File: config.mk
export PLATFORM = sky130hd
export DESIGN_NAME = modular_exponentiation_flat
export DESIGN_NICKNAME = d
export VERILOG_FILES = /design/src/modexp_pkg.sv /design/src/modexp_req_if.sv /design/src/modexp_rsp_if.sv /design/src/modexp_mulmod.sv /design/src/modexp_dp.sv /design/src/modexp_ctrl.sv /design/src/modular_exponentiation.sv /design/src/flat_wrapper.sv
export VERILOG_INCLUDE_DIRS = /design/src /design/src/src
export SDC_FILE = /design/constraint.sdc
export NUM_CORES = 1
export LEC_CHECK = 0
export BUFFER_PORTS_ARGS = -buffer_cell sky130_fd_sc_hd__buf_2
export CAP_MARGIN = 20
export CORE_ASPECT_RATIO = 1.1
export CORE_UTILIZATION = 62
export CTS_CLUSTER_DIAMETER = 40
export DETAILED_ROUTE_END_ITERATION = 8
export PLACE_DENSITY = 0.82
export SETUP_SLACK_MARGIN = 0.1
export SLEW_MARGIN = 20
export SYNTH_ARGS = -nofsm -noshare
export SYNTH_HDL_FRONTEND = slang
export SYNTH_SLANG_ARGS = --single-unit
File: constraint.sdc
create_clock -name clk -period 6.01 [get_ports clk]
set_input_delay 0.3005 -clock clk [delete_from_list [all_inputs] [get_ports clk]]
set_output_delay 0.3005 -clock clk [all_outputs]
set_load 0.005 [all_outputs]
File: src/modular_exponentiation_assert.svh
// Assertion macros used by the modular exponentiation controller.
// Each macro expects signals named clk and rst_n in the including scope.
`ifndef MODULAR_EXPONENTIATION_ASSERT_SVH
`define MODULAR_EXPONENTIATION_ASSERT_SVH

// The consequent must hold in the same cycle as the antecedent.
`define MODEXP_ASSERT_SAME(name, ante, cons, msg) \
    name: assert property (@(posedge clk) disable iff (!rst_n) (ante) |-> (cons)) \
        else $error(msg);

// The consequent must hold in the cycle after the antecedent.
`define MODEXP_ASSERT_NEXT(name, ante, cons, msg) \
    name: assert property (@(posedge clk) disable iff (!rst_n) (ante) |=> (cons)) \
        else $error(msg);

`endif

File: src/modexp_pkg.sv
// ----------------------------------------------------------------------------
// modexp_pkg
// Shared constants and controller/datapath command and status types for the
// modular exponentiation block.
// ----------------------------------------------------------------------------
package modexp_pkg;

    localparam int EXP_BITS_DEF = 32;
    localparam int MOD_BITS_DEF = 31;

    localparam int BASE_W     = 31;
    localparam int EXP_W      = 32;
    localparam int POWER_W    = 31;
    localparam int MODULUS_W  = 31;
    localparam int APB_DATA_W = 32;
    localparam int CFG_ADDR_W = 3;

    localparam logic [MODULUS_W-1:0] MODULUS_RESET = 31'd1000000007;

    // Register index taken from the word address.
    localparam logic [CFG_ADDR_W-3:0] REG_MODULUS = 1'b0;

    typedef struct packed {
        logic load;       // capture a new transaction, start base reduction
        logic step;       // advance both modular multipliers by one bit
        logic sq_load;    // square register takes the square unit result
        logic acc_load;   // result register takes the multiply unit result
        logic exp_shift;  // move to the next exponent bit
        logic mul_start;  // start both multipliers for the next exponent bit
        logic out_load;   // output register takes the finished result
    } dp_cmd_t;

    typedef struct packed {
        logic mod_small;  // modulus is zero or one
        logic exp_lsb;    // current exponent bit
    } dp_stat_t;

endpackage

File: src/modexp_req_if.sv
// ----------------------------------------------------------------------------
// modexp_req_if
// Request channel: base and exponent with a valid/ready handshake.
// ----------------------------------------------------------------------------
interface modexp_req_if;

    logic                          valid;
    logic                          ready;
    logic [modexp_pkg::BASE_W-1:0] base;
    logic [modexp_pkg::EXP_W-1:0]  exponent;

    modport source (output valid, output base, output exponent, input ready);
    modport sink (input valid, input base, input exponent, output ready);

endinterface

File: src/modexp_rsp_if.sv
// ----------------------------------------------------------------------------
// modexp_rsp_if
// Response channel: power with a valid/ready handshake.
// ----------------------------------------------------------------------------
interface modexp_rsp_if;

    logic                           valid;
    logic                           ready;
    logic [modexp_pkg::POWER_W-1:0] power;

    modport source (output valid, output power, input ready);
    modport sink (input valid, input power, output ready);

endinterface

File: src/modexp_mulmod.sv
// ----------------------------------------------------------------------------
// modexp_mulmod
// Interleaved modular multiplier: scans the multiplier MSB first, one bit per
// step, keeping the partial result below the modulus.
// ----------------------------------------------------------------------------
module modexp_mulmod #(
    parameter int MOD_BITS = modexp_pkg::MOD_BITS_DEF,
    parameter int B_W      = modexp_pkg::BASE_W
) (
    input  logic                clk,
    input  logic                start,
    input  logic                step,
    input  logic [MOD_BITS-1:0] modulus,
    input  logic [MOD_BITS-1:0] a,
    input  logic [B_W-1:0]      b,
    output logic [MOD_BITS-1:0] product
);

    localparam int T_W = MOD_BITS + 3;

    logic [MOD_BITS-1:0] a_reg;
    logic [MOD_BITS-1:0] a_next;
    logic [B_W-1:0]      b_reg;
    logic [B_W-1:0]      b_next;
    logic [MOD_BITS-1:0] r_reg;
    logic [MOD_BITS-1:0] r_next;

    logic [T_W-1:0] t;
    logic [T_W-1:0] d1;
    logic [T_W-1:0] d2;

    // Partial result stays below the modulus, so t = 2r + a stays below three
    // times the modulus and at most two subtractions are needed.
    always_comb
    begin
        t  = (T_W'(r_reg) << 1) + (b_reg[B_W-1] ? T_W'(a_reg) : T_W'(0));
        d1 = t - T_W'(modulus);
        d2 = t - (T_W'(modulus) << 1);
    end

    always_comb
    begin
        a_next = a_reg;
        b_next = b_reg;
        r_next = r_reg;
        if (start)
        begin
            a_next = a;
            b_next = b;
            r_next = '0;
        end
        else if (step)
        begin
            b_next = b_reg << 1;
            if (!d2[T_W-1])
            begin
                r_next = d2[MOD_BITS-1:0];
            end
            else if (!d1[T_W-1])
            begin
                r_next = d1[MOD_BITS-1:0];
            end
            else
            begin
                r_next = t[MOD_BITS-1:0];
            end
        end
    end

    always_ff @(posedge clk)
    begin
        a_reg <= a_next;
        b_reg <= b_next;
        r_reg <= r_next;
    end

    assign product = r_reg;

endmodule

File: src/modexp_dp.sv
// ----------------------------------------------------------------------------
// modexp_dp
// Datapath: exponent shifter, square and result registers, two modular
// multipliers working side by side, and the output register.
// ----------------------------------------------------------------------------
module modexp_dp #(
    parameter int MOD_BITS = modexp_pkg::MOD_BITS_DEF
) (
    input  logic                           clk,
    input  modexp_pkg::dp_cmd_t            cmd,
    output modexp_pkg::dp_stat_t           stat,
    input  logic [MOD_BITS-1:0]            modulus,
    input  logic [modexp_pkg::BASE_W-1:0]  base,
    input  logic [modexp_pkg::EXP_W-1:0]   exponent,
    output logic [modexp_pkg::POWER_W-1:0] power
);

    localparam int B_W   = modexp_pkg::BASE_W;
    localparam int ALIGN = B_W - MOD_BITS;

    logic [modexp_pkg::EXP_W-1:0]   exp_reg;
    logic [modexp_pkg::EXP_W-1:0]   exp_next;
    logic [MOD_BITS-1:0]            sq_reg;
    logic [MOD_BITS-1:0]            sq_next;
    logic [MOD_BITS-1:0]            acc_reg;
    logic [MOD_BITS-1:0]            acc_next;
    logic [modexp_pkg::POWER_W-1:0] power_reg;
    logic [modexp_pkg::POWER_W-1:0] power_next;

    logic                mod_small;
    logic [MOD_BITS-1:0] prod_sq;
    logic [MOD_BITS-1:0] prod_acc;
    logic [MOD_BITS-1:0] sq_a;
    logic [B_W-1:0]      sq_b;
    logic [B_W-1:0]      sq_aligned;
    logic                sq_start;

    assign mod_small = (modulus < MOD_BITS'(2));

    always_comb
    begin
        sq_next  = cmd.sq_load ? prod_sq : sq_reg;
        acc_next = cmd.acc_load ? prod_acc : acc_reg;
        if (cmd.load)
        begin
            acc_next = mod_small ? '0 : MOD_BITS'(1);
        end
        exp_next = exp_reg;
        if (cmd.load)
        begin
            exp_next = exponent;
        end
        else if (cmd.exp_shift)
        begin
            exp_next = exp_reg >> 1;
        end
        power_next = cmd.out_load ? modexp_pkg::POWER_W'(acc_reg) : power_reg;
    end

    // Multiplier operands sit at the top of the scan register.
    assign sq_aligned = B_W'(sq_next) << ALIGN;

    // The square unit first reduces the base as 1 * base mod m.
    assign sq_start = cmd.load | cmd.mul_start;
    assign sq_a     = cmd.load ? MOD_BITS'(1) : sq_next;
    assign sq_b     = cmd.load ? base : sq_aligned;

    modexp_mulmod #(
        .MOD_BITS (MOD_BITS),
        .B_W      (B_W)
    ) u_mul_sq (
        .clk     (clk),
        .start   (sq_start),
        .step    (cmd.step),
        .modulus (modulus),
        .a       (sq_a),
        .b       (sq_b),
        .product (prod_sq)
    );

    modexp_mulmod #(
        .MOD_BITS (MOD_BITS),
        .B_W      (B_W)
    ) u_mul_acc (
        .clk     (clk),
        .start   (cmd.mul_start),
        .step    (cmd.step),
        .modulus (modulus),
        .a       (acc_next),
        .b       (sq_aligned),
        .product (prod_acc)
    );

    always_ff @(posedge clk)
    begin
        exp_reg   <= exp_next;
        sq_reg    <= sq_next;
        acc_reg   <= acc_next;
        power_reg <= power_next;
    end

    assign stat.mod_small = mod_small;
    assign stat.exp_lsb   = exp_reg[0];
    assign power          = power_reg;

endmodule

File: src/modexp_ctrl.sv
// ----------------------------------------------------------------------------
// modexp_ctrl
// Controller: sequences base reduction, one square-and-multiply round per
// exponent bit, and the hand-off of the result to the output register.
// ----------------------------------------------------------------------------
`include "modular_exponentiation_assert.svh"

module modexp_ctrl #(
    parameter int EXP_BITS = modexp_pkg::EXP_BITS_DEF,
    parameter int MOD_BITS = modexp_pkg::MOD_BITS_DEF
) (
    input  logic                 clk,
    input  logic                 rst_n,
    input  logic                 req_valid,
    output logic                 req_ready,
    output logic                 rsp_valid,
    input  logic                 rsp_ready,
    input  modexp_pkg::dp_stat_t stat,
    output modexp_pkg::dp_cmd_t  cmd
);

    localparam int STEP_W = $clog2(modexp_pkg::BASE_W);
    localparam int BIT_W  = $clog2(EXP_BITS + 1);

    localparam logic [2:0] ST_IDLE   = 3'd0;
    localparam logic [2:0] ST_REDUCE = 3'd1;
    localparam logic [2:0] ST_LOADSQ = 3'd2;
    localparam logic [2:0] ST_MUL    = 3'd3;
    localparam logic [2:0] ST_COMMIT = 3'd4;
    localparam logic [2:0] ST_DONE   = 3'd5;

    localparam logic [STEP_W-1:0] REDUCE_LAST = STEP_W'(modexp_pkg::BASE_W - 1);
    localparam logic [STEP_W-1:0] MUL_LAST    = STEP_W'(MOD_BITS - 1);
    localparam logic [BIT_W-1:0]  BIT_LAST    = BIT_W'(EXP_BITS - 1);

    logic [2:0]        state_reg;
    logic [2:0]        state_next;
    logic [STEP_W-1:0] step_cnt_reg;
    logic [STEP_W-1:0] step_cnt_next;
    logic [BIT_W-1:0]  bit_cnt_reg;
    logic [BIT_W-1:0]  bit_cnt_next;
    logic              out_valid_reg;
    logic              out_valid_next;

    always_comb
    begin
        state_next    = state_reg;
        step_cnt_next = step_cnt_reg;
        bit_cnt_next  = bit_cnt_reg;
        cmd           = '0;

        case (state_reg)
            ST_IDLE:
            begin
                if (req_valid)
                begin
                    cmd.load      = 1'b1;
                    step_cnt_next = '0;
                    bit_cnt_next  = '0;
                    state_next    = stat.mod_small ? ST_DONE : ST_REDUCE;
                end
            end
            ST_REDUCE:
            begin
                cmd.step = 1'b1;
                if (step_cnt_reg == REDUCE_LAST)
                begin
                    state_next = ST_LOADSQ;
                end
                else
                begin
                    step_cnt_next = step_cnt_reg + STEP_W'(1);
                end
            end
            ST_LOADSQ:
            begin
                cmd.sq_load   = 1'b1;
                cmd.mul_start = 1'b1;
                step_cnt_next = '0;
                state_next    = ST_MUL;
            end
            ST_MUL:
            begin
                cmd.step = 1'b1;
                if (step_cnt_reg == MUL_LAST)
                begin
                    state_next = ST_COMMIT;
                end
                else
                begin
                    step_cnt_next = step_cnt_reg + STEP_W'(1);
                end
            end
            ST_COMMIT:
            begin
                cmd.sq_load   = 1'b1;
                cmd.acc_load  = stat.exp_lsb;
                cmd.exp_shift = 1'b1;
                if (bit_cnt_reg == BIT_LAST)
                begin
                    state_next = ST_DONE;
                end
                else
                begin
                    // The next round starts straight from the fresh products.
                    cmd.mul_start = 1'b1;
                    bit_cnt_next  = bit_cnt_reg + BIT_W'(1);
                    step_cnt_next = '0;
                    state_next    = ST_MUL;
                end
            end
            ST_DONE:
            begin
                if (!out_valid_reg || rsp_ready)
                begin
                    cmd.out_load = 1'b1;
                    state_next   = ST_IDLE;
                end
            end
            default:
            begin
                state_next = ST_IDLE;
            end
        endcase
    end

    always_comb
    begin
        out_valid_next = out_valid_reg;
        if (cmd.out_load)
        begin
            out_valid_next = 1'b1;
        end
        else if (rsp_ready)
        begin
            out_valid_next = 1'b0;
        end
    end

    always_ff @(posedge clk or negedge rst_n)
    begin
        if (!rst_n)
        begin
            state_reg     <= ST_IDLE;
            step_cnt_reg  <= '0;
            bit_cnt_reg   <= '0;
            out_valid_reg <= 1'b0;
        end
        else
        begin
            state_reg     <= state_next;
            step_cnt_reg  <= step_cnt_next;
            bit_cnt_reg   <= bit_cnt_next;
            out_valid_reg <= out_valid_next;
        end
    end

    assign req_ready = (state_reg == ST_IDLE);
    assign rsp_valid = out_valid_reg;

    `MODEXP_ASSERT_NEXT(a_accept_starts, req_valid && (state_reg == ST_IDLE), (state_reg == ST_REDUCE) || (state_reg == ST_DONE), "accepted transaction did not start")
    `MODEXP_ASSERT_NEXT(a_result_held, (state_reg == ST_DONE) && out_valid_reg && !rsp_ready, (state_reg == ST_DONE) && out_valid_reg, "finished result overwrote a waiting one")
    `MODEXP_ASSERT_SAME(a_step_range, (state_reg == ST_REDUCE) || (state_reg == ST_MUL), step_cnt_reg <= REDUCE_LAST, "step counter overran")
    `MODEXP_ASSERT_SAME(a_bit_range, (state_reg == ST_MUL) || (state_reg == ST_COMMIT), bit_cnt_reg <= BIT_LAST, "exponent bit counter overran")

endmodule

File: src/modular_exponentiation.sv
// ----------------------------------------------------------------------------
// modular_exponentiation
// Computes base ** exponent mod modulus by right-to-left square-and-multiply.
// ----------------------------------------------------------------------------
// One transaction at a time. After a request is accepted the base is reduced
// modulo the modulus one bit per cycle, then each of the EXP_BITS exponent
// bits takes one round, in which two interleaved bit-serial modular
// multipliers square the running square and multiply it into the result side
// by side. A modulus of zero or one gives a power of 0. The next request is
// accepted as soon as the result is in the output register, even while it
// waits to be taken. The modulus register (byte address 0, reset 1000000007)
// is to be written over the APB port only while the block is idle; the block
// itself does not enforce this. Only its low MOD_BITS bits are used.
// ----------------------------------------------------------------------------
module modular_exponentiation #(
    parameter int EXP_BITS = modexp_pkg::EXP_BITS_DEF,
    parameter int MOD_BITS = modexp_pkg::MOD_BITS_DEF
) (
    input  logic                              clk,
    input  logic                              rst_n,
    modexp_req_if.sink                        req,
    modexp_rsp_if.source                      rsp,
    input  logic                              psel,
    input  logic                              penable,
    input  logic                              pwrite,
    input  logic [modexp_pkg::CFG_ADDR_W-1:0] paddr,
    input  logic [modexp_pkg::APB_DATA_W-1:0] pwdata,
    output logic [modexp_pkg::APB_DATA_W-1:0] prdata,
    output logic                              pready
);

    localparam int MODULUS_W = modexp_pkg::MODULUS_W;

    logic [MODULUS_W-1:0] modulus_reg;
    logic [MODULUS_W-1:0] modulus_next;
    logic                 cfg_write;
    logic                 sel_modulus;

    modexp_pkg::dp_cmd_t  cmd;
    modexp_pkg::dp_stat_t stat;

    assign pready      = 1'b1;
    assign sel_modulus = (paddr[modexp_pkg::CFG_ADDR_W-1:2] == modexp_pkg::REG_MODULUS);
    assign cfg_write   = psel && penable && pwrite && pready;

    always_comb
    begin
        modulus_next = modulus_reg;
        if (cfg_write && sel_modulus)
        begin
            modulus_next = pwdata[MODULUS_W-1:0];
        end
    end

    always_ff @(posedge clk or negedge rst_n)
    begin
        if (!rst_n)
        begin
            modulus_reg <= modexp_pkg::MODULUS_RESET;
        end
        else
        begin
            modulus_reg <= modulus_next;
        end
    end

    assign prdata = sel_modulus ? modexp_pkg::APB_DATA_W'(modulus_reg) : '0;

    modexp_ctrl #(
        .EXP_BITS (EXP_BITS),
        .MOD_BITS (MOD_BITS)
    ) u_ctrl (
        .clk       (clk),
        .rst_n     (rst_n),
        .req_valid (req.valid),
        .req_ready (req.ready),
        .rsp_valid (rsp.valid),
        .rsp_ready (rsp.ready),
        .stat      (stat),
        .cmd       (cmd)
    );

    modexp_dp #(
        .MOD_BITS (MOD_BITS)
    ) u_dp (
        .clk      (clk),
        .cmd      (cmd),
        .stat     (stat),
        .modulus  (modulus_reg[MOD_BITS-1:0]),
        .base     (req.base),
        .exponent (req.exponent),
        .power    (rsp.power)
    );

endmodule
File: src/flat_wrapper.sv
// flat-port wrapper written by rule: the top's interface ports become plain ports
module modular_exponentiation_flat 
#(
    parameter int EXP_BITS = modexp_pkg::EXP_BITS_DEF,
    parameter int MOD_BITS = modexp_pkg::MOD_BITS_DEF
)
  (clk, rst_n, psel, penable, pwrite, paddr, pwdata, prdata, pready, req_valid, req_base, req_exponent, req_ready, rsp_valid, rsp_power, rsp_ready);
  modexp_req_if req_i ();
  modexp_rsp_if rsp_i ();
  input  logic clk;
  input  logic rst_n;
  input  logic psel;
  input  logic penable;
  input  logic pwrite;
  input  logic [modexp_pkg::CFG_ADDR_W-1:0] paddr;
  input  logic [modexp_pkg::APB_DATA_W-1:0] pwdata;
  output logic [modexp_pkg::APB_DATA_W-1:0] prdata;
  output logic pready;
  input wire logic [$bits(req_i.valid)-1:0] req_valid;
  input wire logic [$bits(req_i.base)-1:0] req_base;
  input wire logic [$bits(req_i.exponent)-1:0] req_exponent;
  output wire logic [$bits(req_i.ready)-1:0] req_ready;
  output wire logic [$bits(rsp_i.valid)-1:0] rsp_valid;
  output wire logic [$bits(rsp_i.power)-1:0] rsp_power;
  input wire logic [$bits(rsp_i.ready)-1:0] rsp_ready;
  assign req_i.valid = req_valid;
  assign req_i.base = req_base;
  assign req_i.exponent = req_exponent;
  assign req_ready = req_i.ready;
  assign rsp_valid = rsp_i.valid;
  assign rsp_power = rsp_i.power;
  assign rsp_i.ready = rsp_ready;
  modular_exponentiation #(.EXP_BITS(EXP_BITS), .MOD_BITS(MOD_BITS)) u_core (.clk(clk), .rst_n(rst_n), .req(req_i), .rsp(rsp_i), .psel(psel), .penable(penable), .pwrite(pwrite), .paddr(paddr), .pwdata(pwdata), .prdata(prdata), .pready(pready));
endmodule
Yosys cells after proc, flatten, opt, wreduce, memory -nomap -nowiden

Cells that the tools add are included.

Muxes and demuxes: 43
Reduce and logical (&&, ||, !) cells: 17
Bitwise logic cells: 2
Order comparisons: 1
Equality and inequality tests: 13
Add/subtract/negate cells: 8

Operators with widths:

| cell                | count |
|---|---|
| $mux 31             | 15 |
| $add 32x34->34      | 2 |
| $sub 34x31->34      | 2 |
| $sub 34x32->34      | 2 |
| $mux 32             | 2 |
| $lt 31x2->1 const B | 1 |
| $pmux 5 s4          | 1 |
| $mux 3              | 6 |
| $pmux 3 s6          | 1 |
| $mux 5              | 3 |
| $mux 6              | 2 |
| $ne 2x2->1 const B  | 6 |
| $pmux 6 s2          | 1 |
| $mux 1              | 10 |
| $reduce_bool 2->1   | 5 |
| $reduce_and 4->1    | 2 |
| $add 6x1->6 const B | 1 |
| $eq 3x2->1 const B  | 2 |
| $eq 3x3->1 const B  | 2 |
| $eq 6x5->1 const B  | 1 |
| $add 5x1->5 const B | 1 |
| $eq 5x5->1 const B  | 1 |
| $reduce_bool 4->1   | 1 |
| $reduce_or 2->1     | 2 |
| 10 further kinds    | 12 |

Bits in registers: 357
Logic and storage cells: 99

Logic depth before layout (Yosys ltp)

Gate-level depths: netlist of the first run.

Depth after elaboration: 6
Mapped depth: 26
Gate-level depth less buffers: 24

Modules after synthesis

Synthesis of the first run repeated with hierarchy kept, for this count alone.

Cells, all modules: 2538
Area total of the unflattened synthesis: 25217.9 µm²

Modules (own cells, without submodules):

| module                                | instances | area an instance (µm²) | cells an instance |
|---|---|---|---|
| modexp_mulmod (u_core.u_dp.u_mul_sq)  | 1         | 8754.6                 | 993 |
| modexp_mulmod (u_core.u_dp.u_mul_acc) | 1         | 8718.4                 | 989 |
| modexp_dp                             | 1         | 5281.3                 | 350 |
| modular_exponentiation                | 1         | 1542.7                 | 104 |
| modexp_ctrl                           | 1         | 920.9                  | 102 |

Worst setup path after synthesis of the first run

OpenSTA, ideal clock, no wires.

Path kind: reg-to-reg
From: reg u_core.u_dp.u_mul_acc.b_reg[30]
To: reg u_core.u_dp.u_mul_acc.r_reg[10] (netlist: u_core.u_dp.u_mul_acc.product[10])
Data required time: 5.881 ns
Path slack: 0.827 ns
Clock period less this slack: 5.183 ns
Arrival time: 5.054 ns
Stages on the path, launching flop included: 25
Path through: edfxtp_1 clkbuf_1 and2_1 ha_1 or4_1 o21ai_0 a311oi_1 o21a_1 o2111ai_1 nand3_1 a21o_1 a21oi_1 xnor2_1 ha_1 or2_2 a21o_1 a41o_1 or3_1 o21ai_1 o21ai_1 a21oi_2 nor2_1 clkbuf_1 a22oi_1 o21ai_0

Longest elaborated chain between the ends: 5
Elaborated cells on any way between the ends: 6
Classes of those cells: add/sub (3); mux (3)

Ends and longest elaborated chain:

| what                   | RTL line            | RTL |
|---|---|---|
| from (decl)            | modexp_mulmod.sv:23 | `logic [B_W-1:0] b_reg;` |
| from (signal assigned) | modexp_mulmod.sv:73 | `b_reg <= b_next;` |
| $mux 31 *              | modexp_mulmod.sv:36 | `t = (T_W'(r_reg) << 1) + (b_reg[B_W-1] ? T_W'(a_reg) : T_W'(0));` |
| $add 32x34->34 *       | modexp_mulmod.sv:36 |  |
| $sub 34x31->34         | modexp_mulmod.sv:37 | `d1 = t - T_W'(modulus);` |
| $mux 31                | modexp_mulmod.sv:59 | `else if (!d1[T_W-1])` |
| $mux 31 *              | modexp_mulmod.sv:55 | `if (!d2[T_W-1])` |
| to (signal assigned)   | modexp_mulmod.sv:74 | `r_reg <= r_next;` |
| to (decl)              | modexp_mulmod.sv:25 | `logic [MOD_BITS-1:0] r_reg;` |

Every way passes the cells marked *; elsewhere a longest branch is shown, timed or not.
A chain may end at the register's enable or synchronous reset.

Worst setup path after layout of the first run

From: reg u_core.u_dp.u_mul_acc.b_reg[30]
To: reg u_core.u_dp.u_mul_acc.r_reg[15] (netlist: u_core.u_dp.u_mul_acc.product[15])

Same word-level chain as after synthesis.

==> results.md, run 1 <==
- Maximum fanout along the worst path: 7
- Cell accounting for the most synthesized area: sky130_fd_sc_hd__edfxtp_1
- Syn Nets: 2990
- WP data required: 6460 ps
- DRC errors left: 0
- Number of rows in the core area: 75
- Violation count after the first detailed-routing iteration: 1858
- Die Span Y: 208.5 um
- Number of storage elements in the synthesis netlist: 357
- Synth Area in Adders: 0.1024
- CTS Buf Count: 47
- Maximum operating frequency: 174.8 MHz
- Top cells by area, synth: sky130_fd_sc_hd__edfxtp_1 23%, sky130_fd_sc_hd__dfxtp_1 10%, sky130_fd_sc_hd__ha_1 9.7%
- Worst-Skew Late Latency: 590 ps
- Destination of the worst register-to-register timing path: u_core.u_dp.u_mul_acc.product[15]$_SDFFE_PP0N_
- Maximum number of pins on one net before global-route repair: 66
- GPL Wtd Cong: 0.9723
- Area fraction in and, or, nand and nor cells after synthesis: 0.1660
- Final hold viol count: 0
- Placed instance area: 0.02561 mm2
- Fraction of registers with async set or reset after synthesis: 0.1289
- Library cells used by synthesis: 82
- Final count of pins violating max slew: 0
- Startpoint kind of the worst setup timing path: flip-flop
- Layout Utilization: 0.7347
- Seq/Total Area, Yosys: 0.3858
- Portion of synthesized cell area occupied by the leading cell type: 0.2337
- Post-synth design cell area: 0.02402 mm2
- Worst stage delay on the critical path: 490 ps
- Post-route cell area: 0.02806 mm2
- Area Overhead vs Synth: 16.81%
- Worst max-slew margin expressed relative to the limit: 0.2796
- H-tree lvl count: 2
- Parity-gate share of the synthesized area counting xor and xnor cells: 0.05578
- Total routing usage reported by global routing: 0.3645
- Drt wl/cell: 21.17 um
- Initial core utilization: 0.6290
- Root buffer cell: sky130_fd_sc_hd__clkbuf_16
- Mean post-synth cell area: 8.924 um2
- Minimum setup slack after placement: 177.8 ps
- Total number of vias: 21780
- Endpoint arrival time on the critical path: 6170 ps
- Area of the core: 0.03819 mm2
- Maximum buffer depth of the clock tree: 3
- Unrepaired setup endpoints after global routing: yes
- Die X: 189.7 um
- Total number of yosys warnings: 0
- Clock tree from TritonCTS: built
- Master of the slowest instance on the critical path: sky130_fd_sc_hd__or4_1
- Most repeated library cell on the critical path: sky130_fd_sc_hd__buf_4
- Critical path endpoint category: flip-flop
- Multiplexer share of the synthesized area: 0.04208
- Number of setup violations in the final report: 0
- Largest family of logic cells by synthesized area: compound AO/OA/AOI/OAI gates
- Final global-route overflow total: 0
- Detailed placer's ending HPWL: 53.48 mm
- Synth Area in Compound Gates: 0.2107
- Syn Inst Count: 2692
- Min Clock Period, post-route: 5720 ps
- Flip-flop count of the largest register, all copies and words added: 32
- Category of the critical setup timing path: flip-flop to flip-flop
- Number of enable-type register cells in the synthesized netlist: 187
- Num ports: 171
- First element of the critical path: u_core.u_dp.u_mul_acc.b_reg[30]$_DFFE_PP_
- Proportion of layout cells with a drive suffix above 1: 0.1495
- First-pass GRT wire length: 112.6 mm
- Post-detailed-routing wire length: 73.45 mm
- Depth of the worst register-to-register path: 26
- Antenna diodes: 0
- Die area: 0.03954 mm2
- Remaining number of nets flagged by the antenna check after routing: 0
- Initial antenna violation count: 0
- Max-cap violations: 0
- Worst Tran Pin Value: 1072 ps
- Most frequently used flop master after synthesis: sky130_fd_sc_hd__edfxtp_1
- Final worst-path cycle share: 0.9517
- Total of fill cells in the finished design: 2814
- Count of buffers inserted at the top-level ports: 165
- Post-route setup slack: 290.0 ps
- Class of the tightest hold or removal check: input pin to flip-flop
- Setup_tns: 0 ps
- Setup slack, reg-to-reg: 290 ps
- Sink count of the clock tree: 357
- Total iterations of the first detailed-routing run: 6
- Vias in the first global route: 21000
- Clock transition time at the flip-flop clock pins of the worst setup and hold paths: 60 ps
- Run status: finished, final reports clean
- Termination of the worst setup path: u_core.u_dp.u_mul_acc.product[15]$_SDFFE_PP0N_
- Clock Skew: 21.89 ps
- Layout Nets: 3231
- Via-per-instance ratio: 6.278
- Beginning of the worst register-to-register path: u_core.u_dp.u_mul_acc.b_reg[30]$_DFFE_PP_
==> what timing repair did <==
action | 4_1_cts | 5_1_grt
buffers inserted | 0 | 8
hold endpoints to repair | 90 | 0
hold buffers | 61 | 0
resized for setup | 0 | 45
endpoints found under the setup margin | 0 | 62
==> worst max-delay path: cells and delay by family, from the launching register on <==
kind	cells	cell delay, ps
DFF	1	390
xor gates and xnor gates	1	140
adders and majority gates	2	600
AOI/OAI and AO/OA	9	1540
muxes	1	280
buffers and inverters	4	670
and+or+nand+nor	9	1940
==> how the worst min path moves through the flow <==
stage	slack [ps]	endpoint	cells past startpoint	startpoint
after floorplan	5	u_core.modulus_reg[10]$_DFFE_PN0P_	0	rst_n
after global placement	410	u_core.u_dp.power[10]$_DFFE_PP_	0	u_core.u_dp.acc_reg[10]$_DFF_P_
after detailed placement	410	u_core.u_dp.power[28]$_DFFE_PP_	0	u_core.u_dp.acc_reg[28]$_DFF_P_
after CTS	0.9	u_core.u_dp.exp_reg[3]$_DFFE_PP_	3	req_exponent[3]
after global routing	20	u_core.u_dp.exp_reg[16]$_DFFE_PP_	3	req_exponent[16]
final	30	u_core.u_dp.exp_reg[3]$_DFFE_PP_	3	req_exponent[3]
==> layout by cell type (no fill, tap or decap), drive strengths merged, types with 60 or more instances in the layout <==
master,synthesis,routed
dlygate4sd3,0,61
clkbuf,85,60
buf,26,240
o21ai,182,182
a21oi,270,270
a21o,75,75
nand2,334,334
xnor2,97,97
ha,187,187
mux2i,65,65
edfxtp,187,187
and2,72,72
dfxtp,124,124
nor2,181,181
nand3,80,80
inv,113,123
==> routing by layer <==
metal,vias to the layer above,share of wire,global-route usage
met1,10350,0.40,0.4359
met3,253,0.053,0.05010
li1,10290,-,-
met2,887,0.49,0.6206
met4,0,0.066,0.2202
met5,-,0,0
==> area by class of cell <==
class                           instances  area [um2]  area share
Clock inverter                         27       254.0    0.009051
Clock buffer                           59        1316     0.04691
Sequential cell                       357        9269      0.3303
Inverter                              113       424.2     0.01512
Tap cell                              500       625.6     0.02229
Multi-Input combinational cell       2111       14110      0.5030
Timing Repair Buffer                  303        2058     0.07335
==> cells by family after synthesis <==
logic type                 Yosys count
buffers and inverters              224
and+or+nand+nor                    861
DFF                                357
other                                2
adders and majority gates          193
muxes                               97
AOI/OAI and AO/OA                  805
xor gates and xnor gates           153
==> per-stage QoR <==
step | std cells | hold slack [ps]
2_1_floorplan | 2692 | 4.909
3_3_place_gp | 3315 | 413.6
3_5_place_dp | 3315 | 414.1
4_1_cts | 3462 | 0.8668
5_1_grt | 3470 | 20.88
6_report | 3470 | 25.80
==> cells in the mapped netlist, types with 41 or more instances <==
cell type                  instances
sky130_fd_sc_hd__nand2_1         333
sky130_fd_sc_hd__a21oi_1         268
sky130_fd_sc_hd__edfxtp_1        187
sky130_fd_sc_hd__ha_1            187
sky130_fd_sc_hd__nor2_1          180
sky130_fd_sc_hd__o21ai_0         177
sky130_fd_sc_hd__dfxtp_1         124
sky130_fd_sc_hd__inv_1           113
sky130_fd_sc_hd__xnor2_1          97
sky130_fd_sc_hd__clkbuf_1         85
sky130_fd_sc_hd__nand3_1          80
sky130_fd_sc_hd__a21o_1           75
sky130_fd_sc_hd__and2_1           70
sky130_fd_sc_hd__mux2i_1          65
sky130_fd_sc_hd__xor2_1           56
sky130_fd_sc_hd__nor3_1           41
Power of run 1 is left out: the tool's default activity adds up to more than one toggle a clock period on the data nets, which glitch-free logic cannot reach.
==> run 2: changes to the inputs <==
--- a/config.mk
+++ b/config.mk
@@ -6,15 +6,15 @@
 export SDC_FILE = /design/constraint.sdc
 export NUM_CORES = 1
 export LEC_CHECK = 0
+export ABC_AREA = 1
 export BUFFER_PORTS_ARGS = -buffer_cell sky130_fd_sc_hd__buf_2
 export CAP_MARGIN = 20
 export CORE_ASPECT_RATIO = 1.1
-export CORE_UTILIZATION = 62
+export CORE_UTILIZATION = 63
 export CTS_CLUSTER_DIAMETER = 40
 export DETAILED_ROUTE_END_ITERATION = 8
 export PLACE_DENSITY = 0.82
 export SETUP_SLACK_MARGIN = 0.1
-export SLEW_MARGIN = 20
 export SYNTH_ARGS = -nofsm -noshare
 export SYNTH_HDL_FRONTEND = slang
 export SYNTH_SLANG_ARGS = --single-unit
==> run 2 against run 1 <==
The flow now finishes with violations (negative hold slack). Global-route usage rose by 6.0 points. Design area rose by 12%. Critical endpoint is now u_core.u_dp.u_mul_acc.product[27]$_SDFFE_PP0N_. Worst setup slack improved by 540 ps. Core utilization fell by 1.1 points. First-iteration DRC count rose by 38%. Count of clock-buffer cells in the layout rose by 1. Synthesized cell count rose by 52%. Register-to-register slack improved by 540 ps. Highest routed layer unchanged. Clock skew fell by 2.4 ps. Cell count rose by 42%. Fmax rose by 10%.
==> results.md, run 2 <==
- Remaining number of nets flagged by the antenna check after routing: 0 (unchanged)
- Worst hold-check slack: -1.553 ps (-27.36 ps)
- Unrepaired setup endpoints after global routing: no
- Via-per-instance ratio: 5.810 (-7.4%)
- Fraction of registers with async set or reset after synthesis: 0.1289 (unchanged)
- Mean post-synth cell area: 6.781 um2 (-24%)
- Critical path endpoint category: flip-flop
- Most common library cell in the layout ignoring fill and taps: sky130_fd_sc_hd__nand2_1
- Startpoint kind of the worst setup timing path: flip-flop
- Total number of vias: 28540 (+31%)
- Die area: 0.04489 mm2 (+14%)
- Termination of the worst setup path: u_core.u_dp.u_mul_acc.product[27]$_SDFFE_PP0N_
- Die X: 202.1 um (+6.5%)
- Seq/Total Area, Yosys: 0.3340 (-0.05179)
- Most instantiated library cell after synthesis: sky130_fd_sc_hd__nand2_1
- Category of the critical setup timing path: flip-flop to flip-flop
- Maximum buffer depth of the clock tree: 3 (unchanged)
- Syn Inst Count: 4092 (+52%)
- Most frequent cells in the layout: 1212 x sky130_fd_sc_hd__nand2_1, 620 x sky130_fd_sc_hd__inv_1, 386 x sky130_fd_sc_hd__nor2_1
- Top cells by area, synth: sky130_fd_sc_hd__edfxtp_1 20%, sky130_fd_sc_hd__nand2_1 16%, sky130_fd_sc_hd__dfxtp_1 8.9%
- Most repeated library cell on the critical path: sky130_fd_sc_hd__nand2_1
- Post-synth design cell area: 0.02775 mm2 (+16%)
- Cell accounting for the most synthesized area: sky130_fd_sc_hd__edfxtp_1
- Sink count of the clock tree: 357 (unchanged)
- Total routing usage reported by global routing: 0.4243 (+0.05975)
- Portion of synthesized cell area occupied by the leading cell type: 0.2024 (-0.03138)
- Most frequently used flop master after synthesis: sky130_fd_sc_hd__edfxtp_1
- DRC errors left: 0 (unchanged)
- Min Clock Period, post-route: 5177 ps (-543.0 ps)
- Initial core utilization: 0.6388 (+0.009742)
- Setup_tns: 0 ps (unchanged)
- Area Overhead vs Synth: 13.22%
- Master of the slowest instance on the critical path: sky130_fd_sc_hd__edfxtp_1
- Post-detailed-routing wire length: 96.63 mm (+32%)
- Die Span Y: 222.1 um (+6.6%)
- H-tree lvl count: 2 (unchanged)
- Worst Tran Pin Value: 1007 ps (-64.82 ps)
- Violations in the final reports: negative hold slack
- GPL Wtd Cong: 1.052 (+8.2%)
- Library cells used by synthesis: 56 (-32%)
- Count of buffers inserted at the top-level ports: 165 (unchanged)
- Maximum operating frequency: 193.2 MHz (+10%)
- Number of setup violations in the final report: 0 (unchanged)
- Destination of the worst register-to-register timing path: u_core.u_dp.u_mul_acc.product[27]$_SDFFE_PP0N_
- Clock tree from TritonCTS: built
- Class of the tightest hold or removal check: input pin to flip-flop
- Final global-route overflow total: 0 (unchanged)
- Number of storage elements in the synthesis netlist: 357 (unchanged)
- Layout Nets: 4590 (+42%)
- CTS Buf Count: 50 (+6.4%)
- Flip-flop count of the largest register, all copies and words added: 32 (unchanged)
- Detailed placer's ending HPWL: 69.84 mm (+31%)
- Drt wl/cell: 19.68 um (-7.0%)
- Number of rows in the core area: 80 (+6.7%)
- Area of the core: 0.04344 mm2 (+14%)
- Syn Nets: 4390 (+47%)
- Max-cap violations: 0 (unchanged)
- WP data required: 6510 ps (+50 ps)
- Worst max-slew margin expressed relative to the limit: 0.3232 (+0.04357)
- Depth of the worst register-to-register path: 29 (+12%)
- Area used by multi-input combinational logic: 0.01558 mm2 (+10%)
- First-pass GRT wire length: 147.7 mm (+31%)
- Post-CTS repair timing setup buffer count: 0 (unchanged)
- Num ports: 171 (unchanged)
- Run status: complete, but fails checks
- Total number of yosys warnings: 0 (unchanged)
- Worst stage delay on the critical path: 770 ps (+280 ps)
- Beginning of the worst register-to-register path: u_core.u_dp.u_mul_acc.b_reg[30]$_DFFE_PP_
- Final worst-path cycle share: 0.8614 (-0.09036)
- First element of the critical path: u_core.u_dp.u_mul_acc.b_reg[30]$_DFFE_PP_
- Maximum fanout along the worst path: 35 (+28)
- Setup slack, reg-to-reg: 830 ps (+540 ps)
- Initial antenna violation count: 3 (+3)
- Number of resized instances in the post-cts repair step: 0 (unchanged)
- Sequential Area: 0.009269 mm2 (unchanged)
- Clock Skew: 19.52 ps (-2.368 ps)
- Maximum number of pins on one net before global-route repair: 85 (+29%)
- Endpoint arrival time on the critical path: 5670 ps (-500 ps)
- Worst-Skew Late Latency: 610 ps (+20 ps)
- Number of enable-type register cells in the synthesized netlist: 187 (unchanged)
- Final count of pins violating max slew: 0 (unchanged)
- Proportion of layout cells with a drive suffix above 1: 0.08999 (-0.05951)
- Vias in the first global route: 28090 (+34%)
- Commonest cells in the netlist: 1212 x sky130_fd_sc_hd__nand2_1, 620 x sky130_fd_sc_hd__inv_1, 389 x sky130_fd_sc_hd__nor2_1
- Total of fill cells in the finished design: 3555 (+26%)
- Clock transition time at the flip-flop clock pins of the worst setup and hold paths: 80 ps (+20 ps)
- Final hold viol count: 1 (+1)
- Violation count after the first detailed-routing iteration: 2562 (+38%)
- Root buffer cell: sky130_fd_sc_hd__clkbuf_16
- Total iterations of the first detailed-routing run: 6 (unchanged)
==> run 2: cell types whose count changed in the layout (fill, tap and decap cells not counted), sizes merged, moves of 70 or more <==
cell	delta
nand2	+892
nand3	+139
nor2	+220
a21oi	+84
inv	+525
nand4	+70
==> run 2: layout make-up <==
type / count / share of cell area
Clock inverter: 34 / 0.01238
Tap cell: 574 / 0.02286
Timing Repair Buffer: 258 / 0.05559
Clock buffer: 60 / 0.04265
Multi-Input combinational cell: 2994 / 0.4958
Inverter: 631 / 0.07542
Sequential cell: 357 / 0.2950
Antenna cell: 3 / 0.0002389
==> run 2: cells by family after synthesis <==
group / synth area share
fa+ha+maj: 0.08865
flops: 0.3340
buf+inv: 0.1054
compound gates: 0.1273
simple gates: 0.3087
other cells: 0.0002706
xor+xnor: 0.03567
==> run 2: timing repair <==
action	in CTS	in global routing
hold buffers	60	0
setup endpoints to repair	0	0
hold endpoints to repair	89	0
==> run 2: worst min-delay path by stage <==
stage | cells after the start | slack, ps | end | from
final | 3 | -2 | u_core.u_dp.exp_reg[9]$_DFFE_PP_ | req_exponent[9]
after global placement | 0 | 410 | u_core.u_dp.power[28]$_DFFE_PP_ | u_core.u_dp.acc_reg[28]$_DFF_P_
after CTS | 3 | 0.4 | u_core.u_dp.exp_reg[9]$_DFFE_PP_ | req_exponent[9]
after global routing | 3 | 0.8 | u_core.u_dp.exp_reg[16]$_DFFE_PP_ | req_exponent[16]
after floorplan | 0 | 5 | u_core.modulus_reg[10]$_DFFE_PN0P_ | rst_n
after detailed placement | 0 | 420 | u_core.u_dp.power[29]$_DFFE_PP_ | u_core.u_dp.acc_reg[29]$_DFF_P_
==> run 2: stage by stage <==
stage | utilization | hold slack [ps] | area (um2) | worst slack (ps) | std cells
after CTS | 0.7218 | 0.3524 | 31360 | 1001 | 4906
after global routing | 0.7232 | 0.8095 | 31420 | 400.2 | 4911
after detailed placement | 0.6682 | 417.8 | 29030 | 1029 | 4752
after global placement | 0.6675 | 412.5 | 29000 | 1099 | 4751
after floorplan | - | 4.909 | 27750 | 2100 | 4092
final | 0.7232 | -1.553 | 31420 | 833.1 | 4911
==> run 2: critical path, delay by kind of cell, from the launching register on <==
kind	cells	cell delay, ps
flip-flops	1	770
AND/OR/NAND/NOR	19	2150
adder cells (fa/ha/maj)	3	950
XOR/XNOR	1	390
buffers and inverters	6	810
==> run 2: per-layer routing <==
layer  GRT usage  up-vias  wire [um]
li1            -    13650          -
met4      0.3267        0       8563
met3     0.07628      443       6826
met1      0.4456    13060      33730
met2      0.7500     1384      47510
met5           0        -          0
Power of run 2 is left out for the same reason.
